**config.mk**
```make
export PLATFORM = sky130hd
export DESIGN_NAME = grid_mesh_connectivity_generator
export DESIGN_NICKNAME = d
export VERILOG_FILES = /design/src/gmcg_pkg.sv /design/src/gmcg_elem.sv /design/src/grid_mesh_connectivity_generator.sv
export SDC_FILE = /design/constraint.sdc
export NUM_CORES = 1
export LEC_CHECK = 0
export ABC_AREA = 1
export ABC_CLOCK_PERIOD_IN_PS = 9350
export BUFFER_PORTS_ARGS = -buffer_cell sky130_fd_sc_hd__buf_2
export CORE_MARGIN = 1.5
export CORE_UTILIZATION = 56
export CTS_CLUSTER_SIZE = 12
export DETAILED_ROUTE_END_ITERATION = 10
export PLACE_DENSITY = 0.79
export REMOVE_ABC_BUFFERS = 1
export SETUP_SLACK_MARGIN = 0.1
export SLEW_MARGIN = 20
export SYNTH_ARGS = -nofsm -noshare
export SYNTH_HDL_FRONTEND = slang
export SYNTH_SLANG_ARGS = --single-unit
export TNS_END_PERCENT = 30
```
**constraint.sdc**
```tcl
create_clock -name i_clk -period 9.35 [get_ports i_clk]
set_clock_uncertainty 0.15 [all_clocks]
set_input_delay 1.87 -clock i_clk [delete_from_list [all_inputs] [get_ports i_clk]]
set_output_delay 1.87 -clock i_clk [all_outputs]
set_load 0.1 [all_outputs]
```
**src/gmcg_pkg.sv**
```systemverilog
// Shared types and constants of the cloth grid connectivity generator.
package gmcg_pkg;

    // Largest side length in quads; register values above it are clamped.
    localparam int unsigned MAX_SIDE = 256;

    // Field widths.
    localparam int unsigned SIDE_W   = 9;
    localparam int unsigned VERTEX_W = 17;
    localparam int unsigned INDEX_W  = 19;
    localparam int unsigned PHASE_W  = 3;

    // Phase codes within a list.
    localparam logic [PHASE_W-1:0] PH_FIRST  = 3'd0;
    localparam logic [PHASE_W-1:0] PH_SECOND = 3'd1;
    localparam logic [PHASE_W-1:0] PH_THIRD  = 3'd2;

    // Register indexes of the configuration port.
    localparam logic REG_WIDTH  = 1'b0;
    localparam logic REG_HEIGHT = 1'b1;

    // Connectivity list selector; the last code selects an empty list.
    typedef enum logic [1:0] {
        LIST_TRI    = 2'd0,
        LIST_SPRING = 2'd1,
        LIST_BEND   = 2'd2,
        LIST_NONE   = 2'd3
    } t_list;

    // Rest length code of a spring.
    typedef enum logic [1:0] {
        LEN_EDGE   = 2'd0,
        LEN_DIAG   = 2'd1,
        LEN_DOUBLE = 2'd2
    } t_len;

    // Walk position inside the current list.
    typedef struct packed {
        t_list               list;
        logic [PHASE_W-1:0]  phase;
        logic [SIDE_W-1:0]   col;
        logic [SIDE_W-1:0]   row;
        logic [1:0]          slot;
    } t_walk;

    // One element of a connectivity list.
    typedef struct packed {
        logic [VERTEX_W-1:0] vertex_a;
        logic [VERTEX_W-1:0] vertex_b;
        logic [VERTEX_W-1:0] vertex_c;
        t_len                length_code;
    } t_elem;

endpackage

```
**src/gmcg_elem.sv**
```systemverilog
// Vertex index arithmetic for the element at the current walk position.
module gmcg_elem (
    input  gmcg_pkg::t_walk                  i_walk,
    input  logic [gmcg_pkg::SIDE_W-1:0]      i_width,
    input  logic [gmcg_pkg::SIDE_W-1:0]      i_height,
    output gmcg_pkg::t_elem                  o_elem
);
    import gmcg_pkg::*;

    logic [SIDE_W:0]    stride;
    logic [SIDE_W-1:0]  row_sel;
    logic [INDEX_W-1:0] base;
    logic [INDEX_W-1:0] stride_x;
    logic [INDEX_W-1:0] a;
    logic [INDEX_W-1:0] b;
    logic [INDEX_W-1:0] c;
    t_len               code;

    // Row stride of the vertex grid and the start vertex of the current cell.
    // The top-edge springs sit on the last vertex row.
    assign stride   = {1'b0, i_width} + 1'b1;
    assign stride_x = INDEX_W'(stride);
    assign row_sel  = (i_walk.list == LIST_SPRING && i_walk.phase == PH_THIRD)
                      ? i_height : i_walk.row;
    assign base     = INDEX_W'(stride) * INDEX_W'(row_sel) + INDEX_W'(i_walk.col);

    // Element vertices by list, phase and slot.
    always_comb begin
        a    = base;
        b    = '0;
        c    = '0;
        code = LEN_EDGE;
        unique case (i_walk.list)
            LIST_TRI: begin
                if (i_walk.slot == 2'd0) begin
                    b = base + 1'b1;
                    c = base + stride_x;
                end else begin
                    a = base + stride_x;
                    b = base + 1'b1;
                    c = base + stride_x + 1'b1;
                end
            end
            LIST_SPRING: begin
                if (i_walk.phase == PH_FIRST) begin
                    unique case (i_walk.slot)
                        2'd0: b = base + 1'b1;
                        2'd1: begin
                            b    = base + stride_x + 1'b1;
                            code = LEN_DIAG;
                        end
                        2'd2: b = base + stride_x;
                        default: begin
                            a    = base + stride_x;
                            b    = base + 1'b1;
                            code = LEN_DIAG;
                        end
                    endcase
                end else if (i_walk.phase == PH_SECOND) begin
                    // Right-edge springs: column is zero, offset by the width.
                    a = base + INDEX_W'(i_width);
                    b = base + INDEX_W'(i_width) + stride_x;
                end else begin
                    b = base + 1'b1;
                end
            end
            LIST_BEND: begin
                code = LEN_DOUBLE;
                if (i_walk.phase == PH_FIRST) begin
                    b = base + 2'd2;
                end else begin
                    b = base + {stride_x[INDEX_W-2:0], 1'b0};
                end
            end
            default: begin
                a = '0;
            end
        endcase
    end

    assign o_elem.vertex_a    = a[VERTEX_W-1:0];
    assign o_elem.vertex_b    = b[VERTEX_W-1:0];
    assign o_elem.vertex_c    = c[VERTEX_W-1:0];
    assign o_elem.length_code = code;

endmodule

```
**src/grid_mesh_connectivity_generator.sv**
```systemverilog
// Top level of the cloth grid connectivity generator with its register port.
// An input transfer's result is registered in the output register.
// Throughput: one item per cycle while the receiver takes results; the path from the
// walk registers through one stride multiply and add into the output register sets the cycle.
// Reset (synchronous, active low) sets width and height to 4, selects triangles
// and marks the list as finished, so a restart is needed before elements appear.
module grid_mesh_connectivity_generator (
    input  logic        i_clk,
    input  logic        i_rst_n,
    // Input stream
    input  logic        i_s_tvalid,
    output logic        o_s_tready,
    input  logic [7:0]  i_s_tdata,   // [1:0] list_select, [7:2] zero
    input  logic [0:0]  i_s_tuser,   // [0] action
    // Result stream
    output logic        o_m_tvalid,
    input  logic        i_m_tready,
    // [16:0] vertex_a, [33:17] vertex_b, [50:34] vertex_c,
    // [52:51] length_code, [71:53] element_index
    output logic [71:0] o_m_tdata,
    output logic        o_m_tlast,   // last_element
    output logic [0:0]  o_m_tuser,   // [0] element_valid
    // Register port
    input  logic        psel,
    input  logic        penable,
    input  logic        pwrite,
    input  logic [2:0]  paddr,
    input  logic [31:0] pwdata,
    output logic [31:0] prdata,
    output logic        pready
);
    import gmcg_pkg::*;

    typedef struct packed {
        logic [2:0]        slots;
        logic [SIDE_W:0]   cols;
        logic [SIDE_W:0]   rows;
        logic              col_major;
    } t_shape;

    typedef struct packed {
        logic [PHASE_W-1:0] phase;
        logic               done;
    } t_settle;

    // Number of phases in a list.
    function automatic logic [PHASE_W-1:0] phase_total(input t_list l);
        logic [PHASE_W-1:0] n;
        unique case (l)
            LIST_TRI:    n = 3'd1;
            LIST_SPRING: n = 3'd3;
            LIST_BEND:   n = 3'd2;
            default:     n = 3'd0;
        endcase
        return n;
    endfunction

    // Slots per cell, cell columns and rows, and walk order of one phase.
    function automatic t_shape phase_shape(input t_list l, input logic [PHASE_W-1:0] ph,
                                           input logic [SIDE_W-1:0] w,
                                           input logic [SIDE_W-1:0] h);
        t_shape s;
        s.slots     = 3'd1;
        s.cols      = '0;
        s.rows      = '0;
        s.col_major = 1'b0;
        if (l == LIST_TRI && ph == PH_FIRST) begin
            s.slots = 3'd2;
            s.cols  = {1'b0, w};
            s.rows  = {1'b0, h};
        end else if (l == LIST_SPRING && ph == PH_FIRST) begin
            s.slots = 3'd4;
            s.cols  = {1'b0, w};
            s.rows  = {1'b0, h};
        end else if (l == LIST_SPRING && ph == PH_SECOND) begin
            s.cols = 10'd1;
            s.rows = {1'b0, h};
        end else if (l == LIST_SPRING && ph == PH_THIRD) begin
            s.cols = {1'b0, w};
            s.rows = 10'd1;
        end else if (l == LIST_BEND && ph == PH_FIRST) begin
            s.cols = (w >= 9'd2) ? {1'b0, w} - 1'b1 : '0;
            s.rows = {1'b0, h} + 1'b1;
        end else if (l == LIST_BEND && ph == PH_SECOND) begin
            s.cols      = {1'b0, w} + 1'b1;
            s.rows      = (h >= 9'd2) ? {1'b0, h} - 1'b1 : '0;
            s.col_major = 1'b1;
        end
        return s;
    endfunction

    // First non-empty phase at or after the given one.
    function automatic t_settle settle(input t_list l, input logic [PHASE_W-1:0] ph,
                                       input logic [SIDE_W-1:0] w,
                                       input logic [SIDE_W-1:0] h);
        t_settle res;
        t_shape  sh;
        logic    found;
        res.phase = ph;
        res.done  = 1'b1;
        found     = 1'b0;
        for (int p = 0; p < 3; p++) begin
            sh = phase_shape(l, PHASE_W'(p), w, h);
            if (!found && PHASE_W'(p) >= ph && PHASE_W'(p) < phase_total(l)
                && sh.cols != '0 && sh.rows != '0) begin
                found     = 1'b1;
                res.phase = PHASE_W'(p);
                res.done  = 1'b0;
            end
        end
        return res;
    endfunction

    logic [SIDE_W-1:0]  r_grid_width;
    logic [SIDE_W-1:0]  r_grid_height;
    t_walk              r_walk;
    t_walk              n_walk;
    logic [INDEX_W-1:0] r_count;
    logic [INDEX_W-1:0] n_count;
    logic               r_done;
    logic               n_done;
    logic               r_out_valid;
    logic [71:0]        r_out_data;
    logic [71:0]        n_out_data;
    logic               r_out_last;
    logic               n_out_last;
    logic               r_out_elem;
    logic               n_out_elem;

    logic [SIDE_W-1:0]  width;
    logic [SIDE_W-1:0]  height;
    logic               s_xfer;
    logic               m_xfer;
    logic               cfg_wr;
    logic               restart;
    t_elem              elem;
    t_shape             shape;
    t_settle            st;
    logic [2:0]         slot_inc;
    logic [SIDE_W:0]    col_inc;
    logic [SIDE_W:0]    row_inc;
    t_walk              step;
    logic               phase_end;

    // Register port: always ready, width and height at word addresses 0 and 1.
    assign pready = 1'b1;
    assign cfg_wr = psel && penable && pwrite && pready;
    assign prdata = (paddr[2] == REG_HEIGHT) ? 32'(r_grid_height) : 32'(r_grid_width);

    always_ff @(posedge i_clk) begin
        if (!i_rst_n) begin
            r_grid_width  <= 9'd4;
            r_grid_height <= 9'd4;
        end else if (cfg_wr) begin
            if (paddr[2] == REG_WIDTH) begin
                r_grid_width <= pwdata[SIDE_W-1:0];
            end else begin
                r_grid_height <= pwdata[SIDE_W-1:0];
            end
        end
    end

    // Sides clamped to the largest supported grid.
    assign width  = (11'(r_grid_width) > 11'(MAX_SIDE)) ? SIDE_W'(MAX_SIDE) : r_grid_width;
    assign height = (11'(r_grid_height) > 11'(MAX_SIDE)) ? SIDE_W'(MAX_SIDE) : r_grid_height;

    // Handshakes: the output register frees itself when its result is taken.
    assign s_xfer     = i_s_tvalid && o_s_tready;
    assign m_xfer     = o_m_tvalid && i_m_tready;
    assign o_s_tready = !r_out_valid || i_m_tready;
    assign restart    = i_s_tuser[0];

    gmcg_elem u_elem (
        .i_walk   (r_walk),
        .i_width  (width),
        .i_height (height),
        .o_elem   (elem)
    );

    // Step the counters of the current phase by one slot.
    always_comb begin
        shape     = phase_shape(r_walk.list, r_walk.phase, width, height);
        slot_inc  = {1'b0, r_walk.slot} + 1'b1;
        col_inc   = {1'b0, r_walk.col} + 1'b1;
        row_inc   = {1'b0, r_walk.row} + 1'b1;
        step      = r_walk;
        phase_end = 1'b0;
        if (slot_inc >= shape.slots) begin
            step.slot = 2'd0;
            if (!shape.col_major) begin
                step.col = col_inc[SIDE_W-1:0];
                if (col_inc >= shape.cols) begin
                    step.col  = '0;
                    step.row  = row_inc[SIDE_W-1:0];
                    phase_end = (row_inc >= shape.rows);
                end
            end else begin
                step.row = row_inc[SIDE_W-1:0];
                if (row_inc >= shape.rows) begin
                    step.row  = '0;
                    step.col  = col_inc[SIDE_W-1:0];
                    phase_end = (col_inc >= shape.cols);
                end
            end
        end else begin
            step.slot = slot_inc[1:0];
        end
        if (phase_end) begin
            step.phase = r_walk.phase + 1'b1;
            step.col   = '0;
            step.row   = '0;
            step.slot  = 2'd0;
        end
    end

    // Next walk state and the result of the accepted item.
    always_comb begin
        n_walk     = r_walk;
        n_count    = r_count;
        n_done     = r_done;
        n_out_data = '0;
        n_out_last = 1'b0;
        n_out_elem = 1'b0;
        st         = settle(step.list, step.phase, width, height);
        if (s_xfer) begin
            if (restart) begin
                n_walk.list  = t_list'(i_s_tdata[1:0]);
                n_walk.phase = PH_FIRST;
                n_walk.col   = '0;
                n_walk.row   = '0;
                n_walk.slot  = 2'd0;
                n_count      = '0;
                st           = settle(t_list'(i_s_tdata[1:0]), PH_FIRST, width, height);
                n_walk.phase = st.phase;
                n_done       = st.done;
            end else if (!r_done) begin
                n_walk       = step;
                n_walk.phase = st.phase;
                n_done       = st.done;
                n_count      = r_count + 1'b1;
                n_out_data   = {r_count, elem.length_code, elem.vertex_c,
                                elem.vertex_b, elem.vertex_a};
                n_out_last   = st.done;
                n_out_elem   = 1'b1;
            end
        end
        // A register write ends the list in progress.
        if (cfg_wr) begin
            n_done = 1'b1;
        end
    end

    // Walk state.
    always_ff @(posedge i_clk) begin
        if (!i_rst_n) begin
            r_walk  <= '{list: LIST_TRI, phase: PH_FIRST, col: '0, row: '0, slot: 2'd0};
            r_count <= '0;
            r_done  <= 1'b1;
        end else begin
            r_walk  <= n_walk;
            r_count <= n_count;
            r_done  <= n_done;
        end
    end

    // Output register.
    always_ff @(posedge i_clk) begin
        if (!i_rst_n) begin
            r_out_valid <= 1'b0;
        end else if (s_xfer) begin
            r_out_valid <= 1'b1;
        end else if (m_xfer) begin
            r_out_valid <= 1'b0;
        end
    end

    always_ff @(posedge i_clk) begin
        if (s_xfer) begin
            r_out_data <= n_out_data;
            r_out_last <= n_out_last;
            r_out_elem <= n_out_elem;
        end
    end

    assign o_m_tvalid   = r_out_valid;
    assign o_m_tdata    = r_out_data;
    assign o_m_tlast    = r_out_last;
    assign o_m_tuser[0] = r_out_elem;

    // A last element is always a real element.
    a_last_is_elem: assert property (@(posedge i_clk) disable iff (!i_rst_n)
        o_m_tvalid && o_m_tlast |-> o_m_tuser[0])
        else $error("last element flagged on an empty result");

    // An empty result carries all-zero data.
    a_empty_zero: assert property (@(posedge i_clk) disable iff (!i_rst_n)
        o_m_tvalid && !o_m_tuser[0] |-> o_m_tdata == '0)
        else $error("empty result carries data");

    // Emitting the last element finishes the list.
    a_last_done: assert property (@(posedge i_clk) disable iff (!i_rst_n)
        s_xfer && n_out_last |=> r_done)
        else $error("list not finished after its last element");

    // A register write finishes the list in progress.
    a_cfg_done: assert property (@(posedge i_clk) disable iff (!i_rst_n)
        cfg_wr |=> r_done)
        else $error("register write did not end the list");

    // While a list runs, the walk stays inside its phase's shape.
    a_walk_bounds: assert property (@(posedge i_clk) disable iff (!i_rst_n)
        !r_done |-> ({1'b0, r_walk.slot} < shape.slots) && ({1'b0, r_walk.col} < shape.cols)
                    && ({1'b0, r_walk.row} < shape.rows))
        else $error("walk position outside the current phase");

endmodule

```
==> results.yml <==
clocking:
  cts_buffers: 17
  cts_tree: "yes"
  clk_path_buf_depth: 2
  cts.sinks: 138
  cts-root-buf: "clkbuf_16"
  cts_hold_buffers: 0
  clk_pin_slew_ns: 0.07
  cts_max_level: 4
  clkLatencyLatePin_ns: 0.45
critical_path:
  cp_max_fo: 11
  rr_endpoint: "o_m_tdata[32]"
  critPathArrivalTime_ns: 8.89
  cpPeakStageDelay_ns: 0.53
  reg2regPathDepth: 47
  worstSetupStartpointType: "flip-flop"
  slowest_stage: "fa_1"
  required_ns: 9.38
  r2r_start: "r_grid_width[1]"
  r2r_setup_slack_ns: 0.49
  crit_start: "r_grid_width[1]"
  path_class: "reg -> reg"
  end_kind: "flip-flop"
  cpMostUsedCell: "nand2_1"
  crit_end: "o_m_tdata[32]"
die:
  start_util_pct: 57.4
  dieArea_um2: 30800
  die_w_um: 175
  io_pins: 160
  dieHeight_um: 175
  placement_rows: 62
  core_um2: 29000
run:
  drv.max_cap_violation_count: 0
detailed_routing:
  dr.pass1.iters: 8
  wirelength_um: 57400
  drtAntennaViolNets: 0
  post_drt_wl_per_cell_um: 18.9
  num_vias: 17780
  drc: 0
  routed_via_density: 5.86
  initialDrtViolationCount: 1976
synthesis:
  synth_top_area_cell: "edfxtp_1"
  yosysSeqAreaShare_pct: 21.1
  syn_inst: 2488
  avgSynthCellArea_um2: 6.69
  synth-edff-count: 74
  yosysTopAreaCellShare_pct: 13.4
  synth.area.top_cells: "edfxtp_1 13%, nand2_1 13%, ha_1 10%, inv_1 8.2%, fa_1 7.8%"
  yosysWarnings: 0
  synthFlopType: "edfxtp_1"
  synthesis.area_um2: 16600
  synth-async-reset-ratio_pct: 0
  yosys_register_bits: 138
  yosysUniqueCellTypes: 65
cells_and_area:
  area_growth_pct: 12.9
  final_cell_mix: "549 x nand2_1, 359 x inv_1, 262 x nor2_1, 173 x o21ai_0, 161 x a21oi_1"
  nFillCells: 2639
  nets: 2885
  post_route_cells_drive_above_1_share_pct: 13.6
  final_core_util_pct: 64.8
  final_common_cell: "nand2_1"
pwr:
  p_per_area_nw_per_um2: 117
  seq_power_share_pct: 30.8
  vdd_drop_max_mv: 0.104
  power_leakage_nw: 9.00
  intPower_mw: 1.22
  switching_share_pct: 44.4
  switchingPower_mw: 0.974
  power_mw: 2.19
  p_clk_share_pct: 31.1
  p_comb_share_pct: 38.0
placement:
  port_buffers: 104
  dp_hpwl_um: 44900
  gp_congestion: 1.02
timing:
  fmax_ghz: 0.113
  slew_headroom_pct: 29.6
  setup_violations: 0
  slew_viol_final: 0
  worst_slew_pin_slew_ns: 1.05
  fin_crit_sh_pct: 94.7
  tns_ns: 0
  min_period_ns: 8.86
  rsz0062_at_grt: "true"
  hold_viol: 0
grt:
  grt_pass1_wl_um: 89100
  grt_pass1_vias: 16980
  antenna_found_initial: 1
  grt_max_degree: 76
  grt_overflow: 0
  grtUsageTotal_pct: 37.2
run_status:
  status: "finished, final reports clean"
hold_path:
  min_path_type: "reg -> reg"
[critical path, delay by kind of cell, from the launching register on]
kind / cells / cell delay (ns)
AND/OR/NAND/NOR: 24 / 2.98
buffers and inverters: 10 / 1.15
XOR/XNOR: 1 / 0.20
flip-flops: 1 / 0.33
AO/OA/AOI/OAI: 3 / 0.42
adder cells (fa/ha/maj): 9 / 3.35
[area by class of cell]
cell class	instances	area [um^2]	area share, %
antenna	1	2.50	0.0133
timing repair buffer	182	1120	5.97
clock buffer	19	454	2.42
clock inverter	13	104	0.553
tap	384	480	2.56
multi-input combinational	1903	11600	62.0
sequential	138	3510	18.7
inverter	393	1480	7.87
[cells in the mapped netlist (3+ instances only)]
master      n
o21ai_2     4
buf_2       6
o21ai_1     8
buf_4      26
o21ai_0   174
or2_1       3
a211oi_1    3
o22ai_1    18
or2_2       7
a21oi_1   166
inv_1     365
inv_2      18
nand4_1    28
a32oi_1     7
a22oi_1    15
a31oi_1    25
nand3b_1   11
nand3_1   147
dfxtp_1    64
nor2_1    270
o221ai_1   17
o211ai_1   32
xor2_1     38
and3_1      4
ha_1      134
nor2_2     11
buf_1       7
a221oi_1    7
nor4_1      8
nand2_2    19
fa_1       65
edfxtp_1   74
nor3_1     26
o21a_1      3
nand3_2     7
clkbuf_1   47
clkinv_1    8
nand2_1   562
xnor2_1    15
nor3_2      6
[how the worst min path moves through the flow]
stage                from         end  slack [ns]  cells after the start
2_1_floorplan  r_count[0]  r_count[0]        0.28                      1
3_3_place_gp   r_count[0]  r_count[0]        0.30                      1
3_5_place_dp   r_walk[19]  r_walk[19]        0.31                      2
4_1_cts        r_walk[19]  r_walk[19]        0.32                      2
5_1_grt        r_walk[19]  r_walk[19]        0.35                      2
6_report       r_walk[19]  r_walk[19]        0.33                      2
[power groups by stage]
| stage | Combinational (mW) | Sequential (mW) | Clock [mW] |
|---|---|---|---|
| final | 0.834 | 0.676 | 0.683 |
| after global routing | 0.888 | 0.679 | 0.709 |
| after CTS | 0.801 | 0.676 | 0.682 |
| after detailed placement | 0.797 | 0.689 | 0 |
| after global placement | 0.787 | 0.688 | 0 |
| after floorplan | 0.454 | 0.816 | 0 |
[flip-flops by register name (all words and copies together), names as in the netlist]
name	count
r_grid_height	9
o_m_tlast	1
o_m_tvalid	1
r_walk	25
o_m_tuser	1
r_done	1
o_m_tdata	72
r_count	19
r_grid_width	9
[timing repair]
| item | 4_1_cts | 5_1_grt |
|---|---|---|
| setup buffers | 0 | 6 |
| hold endpoints to repair | 0 | 0 |
| endpoints found under the setup margin | 2 | 10 |
| gates cloned | 0 | 0 |
| pin swaps | 0 | 22 |
| resized for setup | 2 | 66 |
[per-stage QoR]
step	setup WS [ns]	hold WS [ns]	cells	area (um^2)
6_report	0.493	0.325	3033	18800
5_1_grt	0.0262	0.350	3032	18800
4_1_cts	0.107	0.319	3026	18400
3_5_place_dp	0.0347	0.309	2994	17900
3_3_place_gp	0.177	0.298	2994	17900
2_1_floorplan	0.0104	0.285	2434	16300
[cell families (layout without fill, tap and decap cells)]
kind of cell    after synthesis  in the layout  synth area share [%]
simple gates               1119           1119                  29.0
compound gates              493            493                  17.2
buf+inv                     479            607                  11.5
fa+ha+maj                   199            199                  17.9
flops                       138            138                  21.1
xor+xnor                     58             58                  3.35
other cells                   2             35                0.0451
[layer usage]
metal | GRT usage, % | wire length (um) | share of wire [%]
met5 | 0 | 13 | 0.023
met1 | 47.4 | 23100 | 40
met4 | 19.4 | 3150 | 5.5
met3 | 6.69 | 5250 | 9.1
met2 | 60.3 | 25900 | 45
No activity file was read; power rests on OpenSTA's default activity.
